### src/rtl/core/spq_pkg.sv
// ----------------------------------------------------------------------------
// spq_pkg
// Types and codes shared by the sorted priority queue modules.
// ----------------------------------------------------------------------------
package spq_pkg;

  typedef enum logic [1:0] {
    CMD_INSERT = 2'd0,
    CMD_REMOVE = 2'd1,
    CMD_LOOKUP = 2'd2,
    CMD_READ   = 2'd3
  } spq_cmd_t;

  typedef enum logic [1:0] {
    ST_OK    = 2'd0,
    ST_FULL  = 2'd1,
    ST_NOPOS = 2'd2
  } spq_status_t;

  typedef enum logic [2:0] {
    S_IDLE,
    S_ISSUE,
    S_INS,
    S_INS_PUT,
    S_REM,
    S_LK,
    S_RD,
    S_DONE
  } spq_state_t;

  localparam int unsigned CAP_W      = 5;
  localparam int unsigned POS_W      = 4;
  localparam int unsigned KEY_W      = 32;
  localparam int unsigned ID_W       = 16;
  localparam int unsigned IN_TDATA_W = 88;
  localparam int unsigned OUT_TDATA_W = 80;
  localparam int unsigned OUT_PAD_W  = 6;

  localparam logic [CAP_W-1:0] CAP_RESET = 5'd16;

  // result of one request, status in the low bits
  typedef struct packed {
    logic             is_full;
    logic             is_empty;
    logic [CAP_W-1:0] occupancy;
    logic [ID_W-1:0]  handle;
    logic [ID_W-1:0]  display_id;
    logic [KEY_W-1:0] key;
    logic             found;
    spq_status_t      status;
  } spq_res_t;

endpackage

### src/rtl/core/spq_mem.sv
// ----------------------------------------------------------------------------
// spq_mem
// Entry store: one write port, one read port, registered read data.
// ----------------------------------------------------------------------------
module spq_mem #(
  parameter int unsigned AW = 4,
  parameter int unsigned W  = 64
) (
  input  logic          clk,
  input  logic          we,
  input  logic [AW-1:0] waddr,
  input  logic [W-1:0]  wdata,
  input  logic          re,
  input  logic [AW-1:0] raddr,
  output logic [W-1:0]  rdata
);

  logic [W-1:0] mem [2**AW];

  always_ff @(posedge clk) begin
    if (we) begin
      mem[waddr] <= wdata;
    end
  end

  always_ff @(posedge clk) begin
    if (re) begin
      rdata <= mem[raddr];
    end
  end

endmodule

### src/rtl/core/spq_ctrl.sv
// ----------------------------------------------------------------------------
// spq_ctrl
// Request sequencer: walks the entry store one entry per cycle to shift,
// close gaps, search or read, and keeps the occupancy count.
// ----------------------------------------------------------------------------
module spq_ctrl
  import spq_pkg::*;
#(
  parameter int unsigned KEY_BITS = 32,
  parameter int unsigned AW       = 4,
  parameter int unsigned CW       = 5,
  parameter int unsigned EW       = 64
) (
  input  logic                clk,
  input  logic                rst_n,
  input  logic                start,
  input  spq_cmd_t            cmd,
  input  logic [KEY_W-1:0]    new_key,
  input  logic [ID_W-1:0]     new_display_id,
  input  logic [ID_W-1:0]     new_handle,
  input  logic [POS_W-1:0]    position,
  input  logic [ID_W-1:0]     search_id,
  input  logic [CW-1:0]       cap_eff,
  input  logic                res_free,
  output logic                idle,
  output logic                res_valid,
  output spq_res_t            res,
  output logic                mem_we,
  output logic [AW-1:0]       mem_waddr,
  output logic [EW-1:0]       mem_wdata,
  output logic                mem_re,
  output logic [AW-1:0]       mem_raddr,
  input  logic [EW-1:0]       mem_rdata
);

  localparam int unsigned XW = CW + 1;
  localparam logic [CW-1:0] ONE = CW'(1);
  localparam logic [CW-1:0] TWO = CW'(2);

  spq_state_t          state_r, state_nxt;
  spq_cmd_t            cmd_r, cmd_nxt;
  logic [KEY_BITS-1:0] key_r, key_nxt;
  logic [ID_W-1:0]     nid_r, nid_nxt;
  logic [ID_W-1:0]     nh_r, nh_nxt;
  logic [POS_W-1:0]    pos_r, pos_nxt;
  logic [ID_W-1:0]     sid_r, sid_nxt;
  logic [CW-1:0]       i_r, i_nxt;
  logic [CW-1:0]       count_r, count_nxt;
  spq_status_t         status_r, status_nxt;
  logic                found_r, found_nxt;
  logic [KEY_W-1:0]    okey_r, okey_nxt;
  logic [ID_W-1:0]     oid_r, oid_nxt;
  logic [ID_W-1:0]     oh_r, oh_nxt;

  logic [KEY_BITS-1:0] rd_key;
  logic [ID_W-1:0]     rd_id;
  logic [ID_W-1:0]     rd_h;
  logic [CW-1:0]       im1, im2, ip1, ip2, pos_c;
  logic                is_full_now, pos_bad, ins_less, more_ins, more_rem, more_lk, id_hit;

  assign rd_key = mem_rdata[EW-1:2*ID_W];
  assign rd_id  = mem_rdata[2*ID_W-1:ID_W];
  assign rd_h   = mem_rdata[ID_W-1:0];

  assign im1   = i_r - ONE;
  assign im2   = i_r - TWO;
  assign ip1   = i_r + ONE;
  assign ip2   = i_r + TWO;
  assign pos_c = CW'(pos_r);

  assign is_full_now = (count_r >= cap_eff);
  // position checked in a wider domain so that it is never truncated first
  assign pos_bad  = ({{(XW > POS_W ? XW - POS_W : 0){1'b0}}, pos_r} >= XW'(count_r));
  assign ins_less = (key_r < rd_key);
  assign more_ins = (im1 != '0);
  assign more_rem = ((XW'(i_r) + XW'(2)) < XW'(count_r));
  assign more_lk  = ((XW'(i_r) + XW'(1)) < XW'(count_r));
  assign id_hit   = (rd_id == sid_r);

  always_ff @(posedge clk) begin
    if (!rst_n) begin
      state_r <= S_IDLE;
      count_r <= '0;
    end else begin
      state_r <= state_nxt;
      count_r <= count_nxt;
    end
  end

  always_ff @(posedge clk) begin
    cmd_r    <= cmd_nxt;
    key_r    <= key_nxt;
    nid_r    <= nid_nxt;
    nh_r     <= nh_nxt;
    pos_r    <= pos_nxt;
    sid_r    <= sid_nxt;
    i_r      <= i_nxt;
    status_r <= status_nxt;
    found_r  <= found_nxt;
    okey_r   <= okey_nxt;
    oid_r    <= oid_nxt;
    oh_r     <= oh_nxt;
  end

  // next state
  always_comb begin
    state_nxt = state_r;
    case (state_r)
      S_IDLE: begin
        if (start) begin
          state_nxt = S_ISSUE;
        end
      end
      S_ISSUE: begin
        case (cmd_r)
          CMD_INSERT: begin
            if (is_full_now || count_r == '0) state_nxt = S_DONE;
            else state_nxt = S_INS;
          end
          CMD_REMOVE: begin
            if (pos_bad || !((XW'(pos_r) + XW'(1)) < XW'(count_r))) state_nxt = S_DONE;
            else state_nxt = S_REM;
          end
          CMD_LOOKUP: begin
            if (count_r == '0) state_nxt = S_DONE;
            else state_nxt = S_LK;
          end
          CMD_READ: begin
            if (pos_bad) state_nxt = S_DONE;
            else state_nxt = S_RD;
          end
          default: state_nxt = S_DONE;
        endcase
      end
      S_INS: begin
        if (!ins_less) state_nxt = S_DONE;
        else if (!more_ins) state_nxt = S_INS_PUT;
      end
      S_INS_PUT: state_nxt = S_DONE;
      S_REM: begin
        if (!more_rem) state_nxt = S_DONE;
      end
      S_LK: begin
        if (id_hit || !more_lk) state_nxt = S_DONE;
      end
      S_RD: state_nxt = S_DONE;
      S_DONE: begin
        if (res_free) state_nxt = S_IDLE;
      end
      default: state_nxt = S_IDLE;
    endcase
  end

  // datapath and memory requests
  always_comb begin
    cmd_nxt    = cmd_r;
    key_nxt    = key_r;
    nid_nxt    = nid_r;
    nh_nxt     = nh_r;
    pos_nxt    = pos_r;
    sid_nxt    = sid_r;
    i_nxt      = i_r;
    count_nxt  = count_r;
    status_nxt = status_r;
    found_nxt  = found_r;
    okey_nxt   = okey_r;
    oid_nxt    = oid_r;
    oh_nxt     = oh_r;
    mem_we     = 1'b0;
    mem_waddr  = i_r[AW-1:0];
    mem_wdata  = {key_r, nid_r, nh_r};
    mem_re     = 1'b0;
    mem_raddr  = im1[AW-1:0];
    case (state_r)
      S_IDLE: begin
        if (start) begin
          cmd_nxt    = cmd;
          key_nxt    = KEY_BITS'(new_key);
          nid_nxt    = new_display_id;
          nh_nxt     = new_handle;
          pos_nxt    = position;
          sid_nxt    = search_id;
          status_nxt = ST_OK;
          found_nxt  = 1'b0;
          okey_nxt   = '0;
          oid_nxt    = '0;
          oh_nxt     = '0;
        end
      end
      S_ISSUE: begin
        case (cmd_r)
          CMD_INSERT: begin
            if (is_full_now) begin
              status_nxt = ST_FULL;
            end else if (count_r == '0) begin
              mem_we    = 1'b1;
              mem_waddr = '0;
              count_nxt = count_r + ONE;
            end else begin
              i_nxt     = count_r;
              mem_re    = 1'b1;
              mem_raddr = AW'(count_r - ONE);
            end
          end
          CMD_REMOVE: begin
            if (pos_bad) begin
              status_nxt = ST_NOPOS;
            end else if (!((XW'(pos_r) + XW'(1)) < XW'(count_r))) begin
              // last entry: nothing to move
              count_nxt = count_r - ONE;
            end else begin
              i_nxt     = pos_c;
              mem_re    = 1'b1;
              mem_raddr = AW'(pos_c + ONE);
            end
          end
          CMD_LOOKUP: begin
            if (count_r != '0) begin
              i_nxt     = '0;
              mem_re    = 1'b1;
              mem_raddr = '0;
            end
          end
          CMD_READ: begin
            if (pos_bad) begin
              status_nxt = ST_NOPOS;
            end else begin
              mem_re    = 1'b1;
              mem_raddr = AW'(pos_c);
            end
          end
          default: ;
        endcase
      end
      S_INS: begin
        mem_we = 1'b1;
        if (ins_less) begin
          // shift the larger entry up and fetch the next one down
          mem_wdata = mem_rdata;
          i_nxt     = im1;
          if (more_ins) begin
            mem_re    = 1'b1;
            mem_raddr = im2[AW-1:0];
          end
        end else begin
          count_nxt = count_r + ONE;
        end
      end
      S_INS_PUT: begin
        mem_we    = 1'b1;
        count_nxt = count_r + ONE;
      end
      S_REM: begin
        mem_we    = 1'b1;
        mem_wdata = mem_rdata;
        i_nxt     = ip1;
        if (more_rem) begin
          mem_re    = 1'b1;
          mem_raddr = ip2[AW-1:0];
        end else begin
          count_nxt = count_r - ONE;
        end
      end
      S_LK: begin
        if (id_hit) begin
          found_nxt = 1'b1;
        end else if (more_lk) begin
          i_nxt     = ip1;
          mem_re    = 1'b1;
          mem_raddr = ip1[AW-1:0];
        end
      end
      S_RD: begin
        okey_nxt = KEY_W'(rd_key);
        oid_nxt  = rd_id;
        oh_nxt   = rd_h;
      end
      S_DONE: ;
      default: ;
    endcase
  end

  assign idle      = (state_r == S_IDLE);
  assign res_valid = (state_r == S_DONE);

  always_comb begin
    res.status     = status_r;
    res.found      = found_r;
    res.key        = okey_r;
    res.display_id = oid_r;
    res.handle     = oh_r;
    res.occupancy  = CAP_W'(count_r);
    res.is_empty   = (count_r == '0);
    res.is_full    = is_full_now;
  end

endmodule

### src/rtl/core/sorted_priority_queue_unit.sv
// ----------------------------------------------------------------------------
// sorted_priority_queue_unit
// Priority queue of (key, display id, handle) entries kept in ascending key
// order in a single-port-write memory.
// ----------------------------------------------------------------------------
// Usage:
//   in_*  : one request per handshake (insert, remove, lookup, read).
//   out_* : one result per request, in request order.
//   cfg_* : capacity register, always ready; write it only while idle.
// Request handling (one request at a time, through the memory walk that
//   handles one entry per cycle through the single read and write port):
//   insert : shifts each larger entry up, then writes the new entry.
//   remove : moves each entry above the position down.
//   lookup : scans entries up to the first match.
//   read   : fetches the entry at the position.
//   The next request is taken the cycle after the result is registered.
// Reset: occupancy goes to zero, capacity to 16, no result pending. Entries
//   are not cleared; no clearing pass is needed.
// Stall: a result waits in the output register; a finished request holds
//   until that register frees, and in_tready stays low meanwhile.
// ----------------------------------------------------------------------------
module sorted_priority_queue_unit
  import spq_pkg::*;
#(
  parameter int unsigned DEPTH    = 16,
  parameter int unsigned KEY_BITS = 32
) (
  input  logic                   clk,
  input  logic                   rst_n,
  input  logic                   in_tvalid,
  output logic                   in_tready,
  // cmd[1:0], new_key[33:2], new_display_id[49:34], new_handle[65:50],
  // position[69:66], search_id[85:70], zero[87:86]
  input  logic [IN_TDATA_W-1:0]  in_tdata,
  output logic                   out_tvalid,
  input  logic                   out_tready,
  // status[1:0], found[2], out_key[34:3], out_display_id[50:35],
  // out_handle[66:51], occupancy[71:67], is_empty[72], is_full[73], zero[79:74]
  output logic [OUT_TDATA_W-1:0] out_tdata,
  input  logic                   cfg_valid,
  output logic                   cfg_ready,
  input  logic [CAP_W-1:0]       cfg_data
);

  localparam int unsigned AW = (DEPTH > 1) ? $clog2(DEPTH) : 1;
  localparam int unsigned CW = $clog2(DEPTH + 1);
  localparam int unsigned EW = KEY_BITS + 2 * ID_W;
  localparam int unsigned TW = (CW > CAP_W) ? CW : CAP_W;

  logic [CAP_W-1:0] cap_r;
  logic [TW-1:0]    cap_x, eff_x;
  logic [CW-1:0]    cap_eff;
  logic             out_valid_r;
  spq_res_t         out_res_r;
  logic             res_free, start, idle, res_valid;
  spq_res_t         res;
  logic             mem_we, mem_re;
  logic [AW-1:0]    mem_waddr, mem_raddr;
  logic [EW-1:0]    mem_wdata, mem_rdata;

  assign cfg_ready = 1'b1;

  always_ff @(posedge clk) begin
    if (!rst_n) begin
      cap_r <= CAP_RESET;
    end else if (cfg_valid) begin
      cap_r <= cfg_data;
    end
  end

  // zero acts as one, anything above the depth as the depth
  assign cap_x = TW'(cap_r);
  assign eff_x = (cap_r == '0) ? TW'(1) :
                 (cap_x > TW'(DEPTH)) ? TW'(DEPTH) : cap_x;
  assign cap_eff = CW'(eff_x);

  assign in_tready = idle;
  assign start     = in_tvalid && idle;
  assign res_free  = !out_valid_r || out_tready;

  spq_ctrl #(
    .KEY_BITS (KEY_BITS),
    .AW       (AW),
    .CW       (CW),
    .EW       (EW)
  ) u_ctrl (
    .clk            (clk),
    .rst_n          (rst_n),
    .start          (start),
    .cmd            (spq_cmd_t'(in_tdata[1:0])),
    .new_key        (in_tdata[33:2]),
    .new_display_id (in_tdata[49:34]),
    .new_handle     (in_tdata[65:50]),
    .position       (in_tdata[69:66]),
    .search_id      (in_tdata[85:70]),
    .cap_eff        (cap_eff),
    .res_free       (res_free),
    .idle           (idle),
    .res_valid      (res_valid),
    .res            (res),
    .mem_we         (mem_we),
    .mem_waddr      (mem_waddr),
    .mem_wdata      (mem_wdata),
    .mem_re         (mem_re),
    .mem_raddr      (mem_raddr),
    .mem_rdata      (mem_rdata)
  );

  spq_mem #(
    .AW (AW),
    .W  (EW)
  ) u_mem (
    .clk   (clk),
    .we    (mem_we),
    .waddr (mem_waddr),
    .wdata (mem_wdata),
    .re    (mem_re),
    .raddr (mem_raddr),
    .rdata (mem_rdata)
  );

  always_ff @(posedge clk) begin
    if (!rst_n) begin
      out_valid_r <= 1'b0;
    end else if (res_free) begin
      out_valid_r <= res_valid;
    end
  end

  always_ff @(posedge clk) begin
    if (res_free && res_valid) begin
      out_res_r <= res;
    end
  end

  assign out_tvalid = out_valid_r;
  assign out_tdata  = {{OUT_PAD_W{1'b0}}, out_res_r};

endmodule

### config.mk
export PLATFORM = sky130hd
export DESIGN_NAME = sorted_priority_queue_unit
export DESIGN_NICKNAME = d
export VERILOG_FILES = /design/src/rtl/core/spq_pkg.sv /design/src/rtl/core/spq_mem.sv /design/src/rtl/core/spq_ctrl.sv /design/src/rtl/core/sorted_priority_queue_unit.sv
export SDC_FILE = /design/constraint.sdc
export NUM_CORES = 2
export LEC_CHECK = 0
export ABC_AREA = 0
export BUFFER_PORTS_ARGS = -buffer_cell sky130_fd_sc_hd__buf_2
export CORE_MARGIN = 2
export CORE_UTILIZATION = 53
export DETAILED_ROUTE_END_ITERATION = 10
export GPL_ROUTABILITY_DRIVEN = 0
export MAX_ROUTING_LAYER = met4
export PLACE_DENSITY = 0.75
export SLEW_MARGIN = 0
export SYNTH_ARGS = -nofsm -noshare
export SYNTH_HDL_FRONTEND = slang
export SYNTH_SLANG_ARGS = --single-unit
### constraint.sdc
create_clock -name clk -period 21.2 [get_ports clk]
set_input_delay 3.18 -clock clk [delete_from_list [all_inputs] [get_ports clk]]
set_output_delay 3.18 -clock clk [all_outputs]
set_load 0.02 [all_outputs]
==> impl_metrics.ini <==
[run_status]
status = completed

[drt]
remaining_drc_errors = 0
viasPerCell = 6.038
first_pass_iters = 5
dr_wl_met2_microns = 57310
drtIter0Drc = 2719
routedWlPerCell_microns = 24.83
route.antenna.remaining_nets = 0
drt-met1-wl_microns = 49270
route.top_layer_used = met4
vias = 28620
wirelength_microns = 117700
dr_wl_met3_microns = 8565

[floorplanning]
pin_count = 181
initial_utilization_pct = 53.41
rows = 116
die_h_microns = 321.2
core_area_sq_mm = 0.09986
die_w_microns = 321.2
die_area_sq_mm = 0.1032

[critical_path]
ff2ff_setup_slack_ns = 12.95
arrival_ns = 8.73
rr_endpoint = u_mem.rdata[7]
worstPathCellList = inv_1 > ha_1 > nand4_1 > nor4_2 > nand4_1 > a31oi_4 > o21bai_1 > o32ai_4 > buf_12 > buf_4 > buf_4 > buf_4 > mux2_2 > a2111oi_0 > or3b_1
startpoint_type = flip-flop
reg2reg_from = u_mem.rdata[63]
critPathSlowestCell = buf_4
path_max_fanout = 131
cpMostUsedCell = buf_4
r2r_cells = 15
cp.required_ns = 21.67
crit_type = reg2reg
critical_path.endpoint_type = flip-flop
slowest_delay_ns = 0.89

[timing]
fin_crit_sh_pct = 38.94
setup_tns_ns = 0
fmax_mhz = 121.1
slew_headroom_pct = 21.74
hold_viol_final = 0
fin_skew_ns = 0.03883
period_needed_ns = 8.254
setup_viol = 0
setup_slack_ns = 12.95
worstMarginPinSlew_ns = 1.174
rsz0062_at_grt = no
drv_slew = 0

[clocking]
post_cts_buffers = 0
cts_hold_repair.buffers = 0
cts-root-buf = clkbuf_16
clock_path_buffers = 3
htree_levels = 4
ctsResizeCount = 0
cts_tree = yes
clk_pin_slew_ns = 0.06
cts_sinks = 1334
cts_buffers = 135
clk_latency_ns = 0.76

[global_routing]
gr-total-overflow = 0
grt_pass1_vias = 28350
grt_pass1_wl_microns = 175200
grt_max_degree = 132
antenna_found_initial = 2
grt_util_all_layers_pct = 23.49

[logic_synthesis]
ys_ff_latch = 1334
netlist_top_cells_count = edfxtp_1, mux2i_1, nor3_1, o22ai_1, mux2_2
syn_inst = 3123
yosys_warnings = 0
syn_avg_cell_area_sq_um = 17.08
async_flop_share_pct = 0
synth_area_leader_cell = edfxtp_1
synth_edf_count = 1320
ys.flop_type = edfxtp_1
syn-cell-area_sq_mm = 0.05334
synth_top_cell_area_share_pct = 74.32
synth.distinct_cells = 80
synth.most_common_cell = edfxtp_1
synthTopCellsByArea = edfxtp_1, mux2i_1, nor3_1
seq_area_frac_synth_pct = 74.84

[worst_hold_path]
worst_hold_path_type = reg2reg
min_to = out_tdata[12]
hold_depth = 0
min_from = u_ctrl.okey_r[9]

[final_layout]
layout-drive-gt1-share_pct = 17.15
fillers = 7068
seq_area_sq_mm = 0.03992
multiInputGateArea_sq_mm = 0.01251
areaGrowthSynthToFinish_pct = 12.55
nNetsFinal = 3505

[place]
dp_hpwl_microns = 60950
preCtsSetupSlack_ns = 13.02
io_buffers = 171

[flow_run]
drv_cap = 0
-- logic make-up after synthesis --
| family | Yosys count | synth area share, % |
|---|---|---|
| fa+ha+maj | 68 | 1.595 |
| buf+inv | 230 | 2.175 |
| compound gates | 363 | 4.668 |
| xor+xnor | 34 | 0.5583 |
| other cells | 2 | 0.01408 |
| flops | 1334 | 74.84 |
| mux | 551 | 10.62 |
| simple gates | 541 | 5.531 |
-- cell type report --
class                      instances  share of cell area, %
clock buffer                     159                  5.884
sequential                      1334                  66.50
multi-input combinational       1564                  20.83
inverter                          54                 0.3502
timing repair buffer             250                  2.434
clock inverter                    80                  1.288
tap                             1298                  2.705
antenna                            1               0.004169
-- registers in the layout, indices dropped and copies added (netlist names), 5 cells and up --
| register | flops |
|---|---|
| u_mem.mem | 1024 |
| out_tdata | 74 |
| u_mem.rdata | 64 |
| u_ctrl.key_r | 32 |
| u_ctrl.okey_r | 32 |
| u_ctrl.nh_r | 16 |
| u_ctrl.nid_r | 16 |
| u_ctrl.oh_r | 16 |
| u_ctrl.oid_r | 16 |
| u_ctrl.sid_r | 16 |
| cap_r | 5 |
| u_ctrl.count_r | 5 |
| u_ctrl.i_r | 5 |
-- worst max path at each step --
stage | from | to | slack, ns
4_1_cts | u_ctrl.key_r[31] | u_mem.rdata[7] | 12.99
3_5_place_dp | u_ctrl.key_r[30] | u_mem.rdata[7] | 13.02
3_3_place_gp | u_ctrl.key_r[30] | u_mem.rdata[7] | 13.03
6_report | u_mem.rdata[63] | u_mem.rdata[7] | 12.95
5_1_grt | u_mem.rdata[63] | u_mem.rdata[7] | 12.67
2_1_floorplan | out_tready | u_ctrl.state_r[1] | 14.06
-- cell usage in the layout (no fill, tap or decap), types with 6 or more instances in the layout --
cell | Yosys | layout
nor2_1 | 54 | 39
buf_4 | 59 | 78
a21oi_1 | 34 | 34
nand2_1 | 73 | 70
clkbuf_16 | 0 | 138
xnor2_1 | 11 | 11
a2111oi_0 | 65 | 65
o21ai_0 | 63 | 59
o22ai_1 | 128 | 128
clkinv_2 | 0 | 17
nand4_1 | 15 | 15
mux2_2 | 90 | 90
conb_1 | 2 | 7
inv_6 | 0 | 7
nand2b_1 | 6 | 6
clkbuf_1 | 61 | 21
or3b_1 | 65 | 64
nand3_1 | 16 | 16
nor3_1 | 235 | 234
mux2_4 | 7 | 7
buf_2 | 32 | 171
nor2_4 | 0 | 16
xor2_1 | 23 | 23
o21ai_1 | 6 | 7
dfxtp_1 | 14 | 13
bufinv_16 | 0 | 9
clkinv_1 | 0 | 29
a31oi_1 | 6 | 6
and2_1 | 38 | 38
edfxtp_1 | 1320 | 1320
ha_1 | 68 | 68
inv_1 | 51 | 50
nor2b_1 | 10 | 9
mux2i_1 | 454 | 454
-- worst max-delay path, delay by kind of cell (launching register included) --
kind / cells / cell delay [ns]
and+or+nand+nor: 4 / 1.74
AOI/OAI and AO/OA: 4 / 1.63
adders and majority gates: 1 / 0.32
DFF: 1 / 0.33
muxes: 1 / 0.41
buffers and inverters: 5 / 3.33
-- stage by stage --
step                      hold slack, ns  cells  util [%]  instance area [sq um]
after floorplan                   0.4003   3128         -                  53360
after global placement            0.4028   4500     55.80                  55720
after detailed placement          0.4045   4500     55.80                  55720
after CTS                         0.4110   4739     60.11                  60030
after global routing              0.4096   4739     60.11                  60030
final                             0.4100   4740     60.12                  60030
-- layer usage --
metal / GRT usage, % / vias up
met3: 3.734 / 171
met4: 6.771 / 0
met2: 37.63 / 1193
met1: 31.40 / 14460
li1: - / 12800
met5: - / -
Power is left out: the tool's default activity adds up to more than one toggle a clock period on the data nets, which glitch-free logic cannot reach.
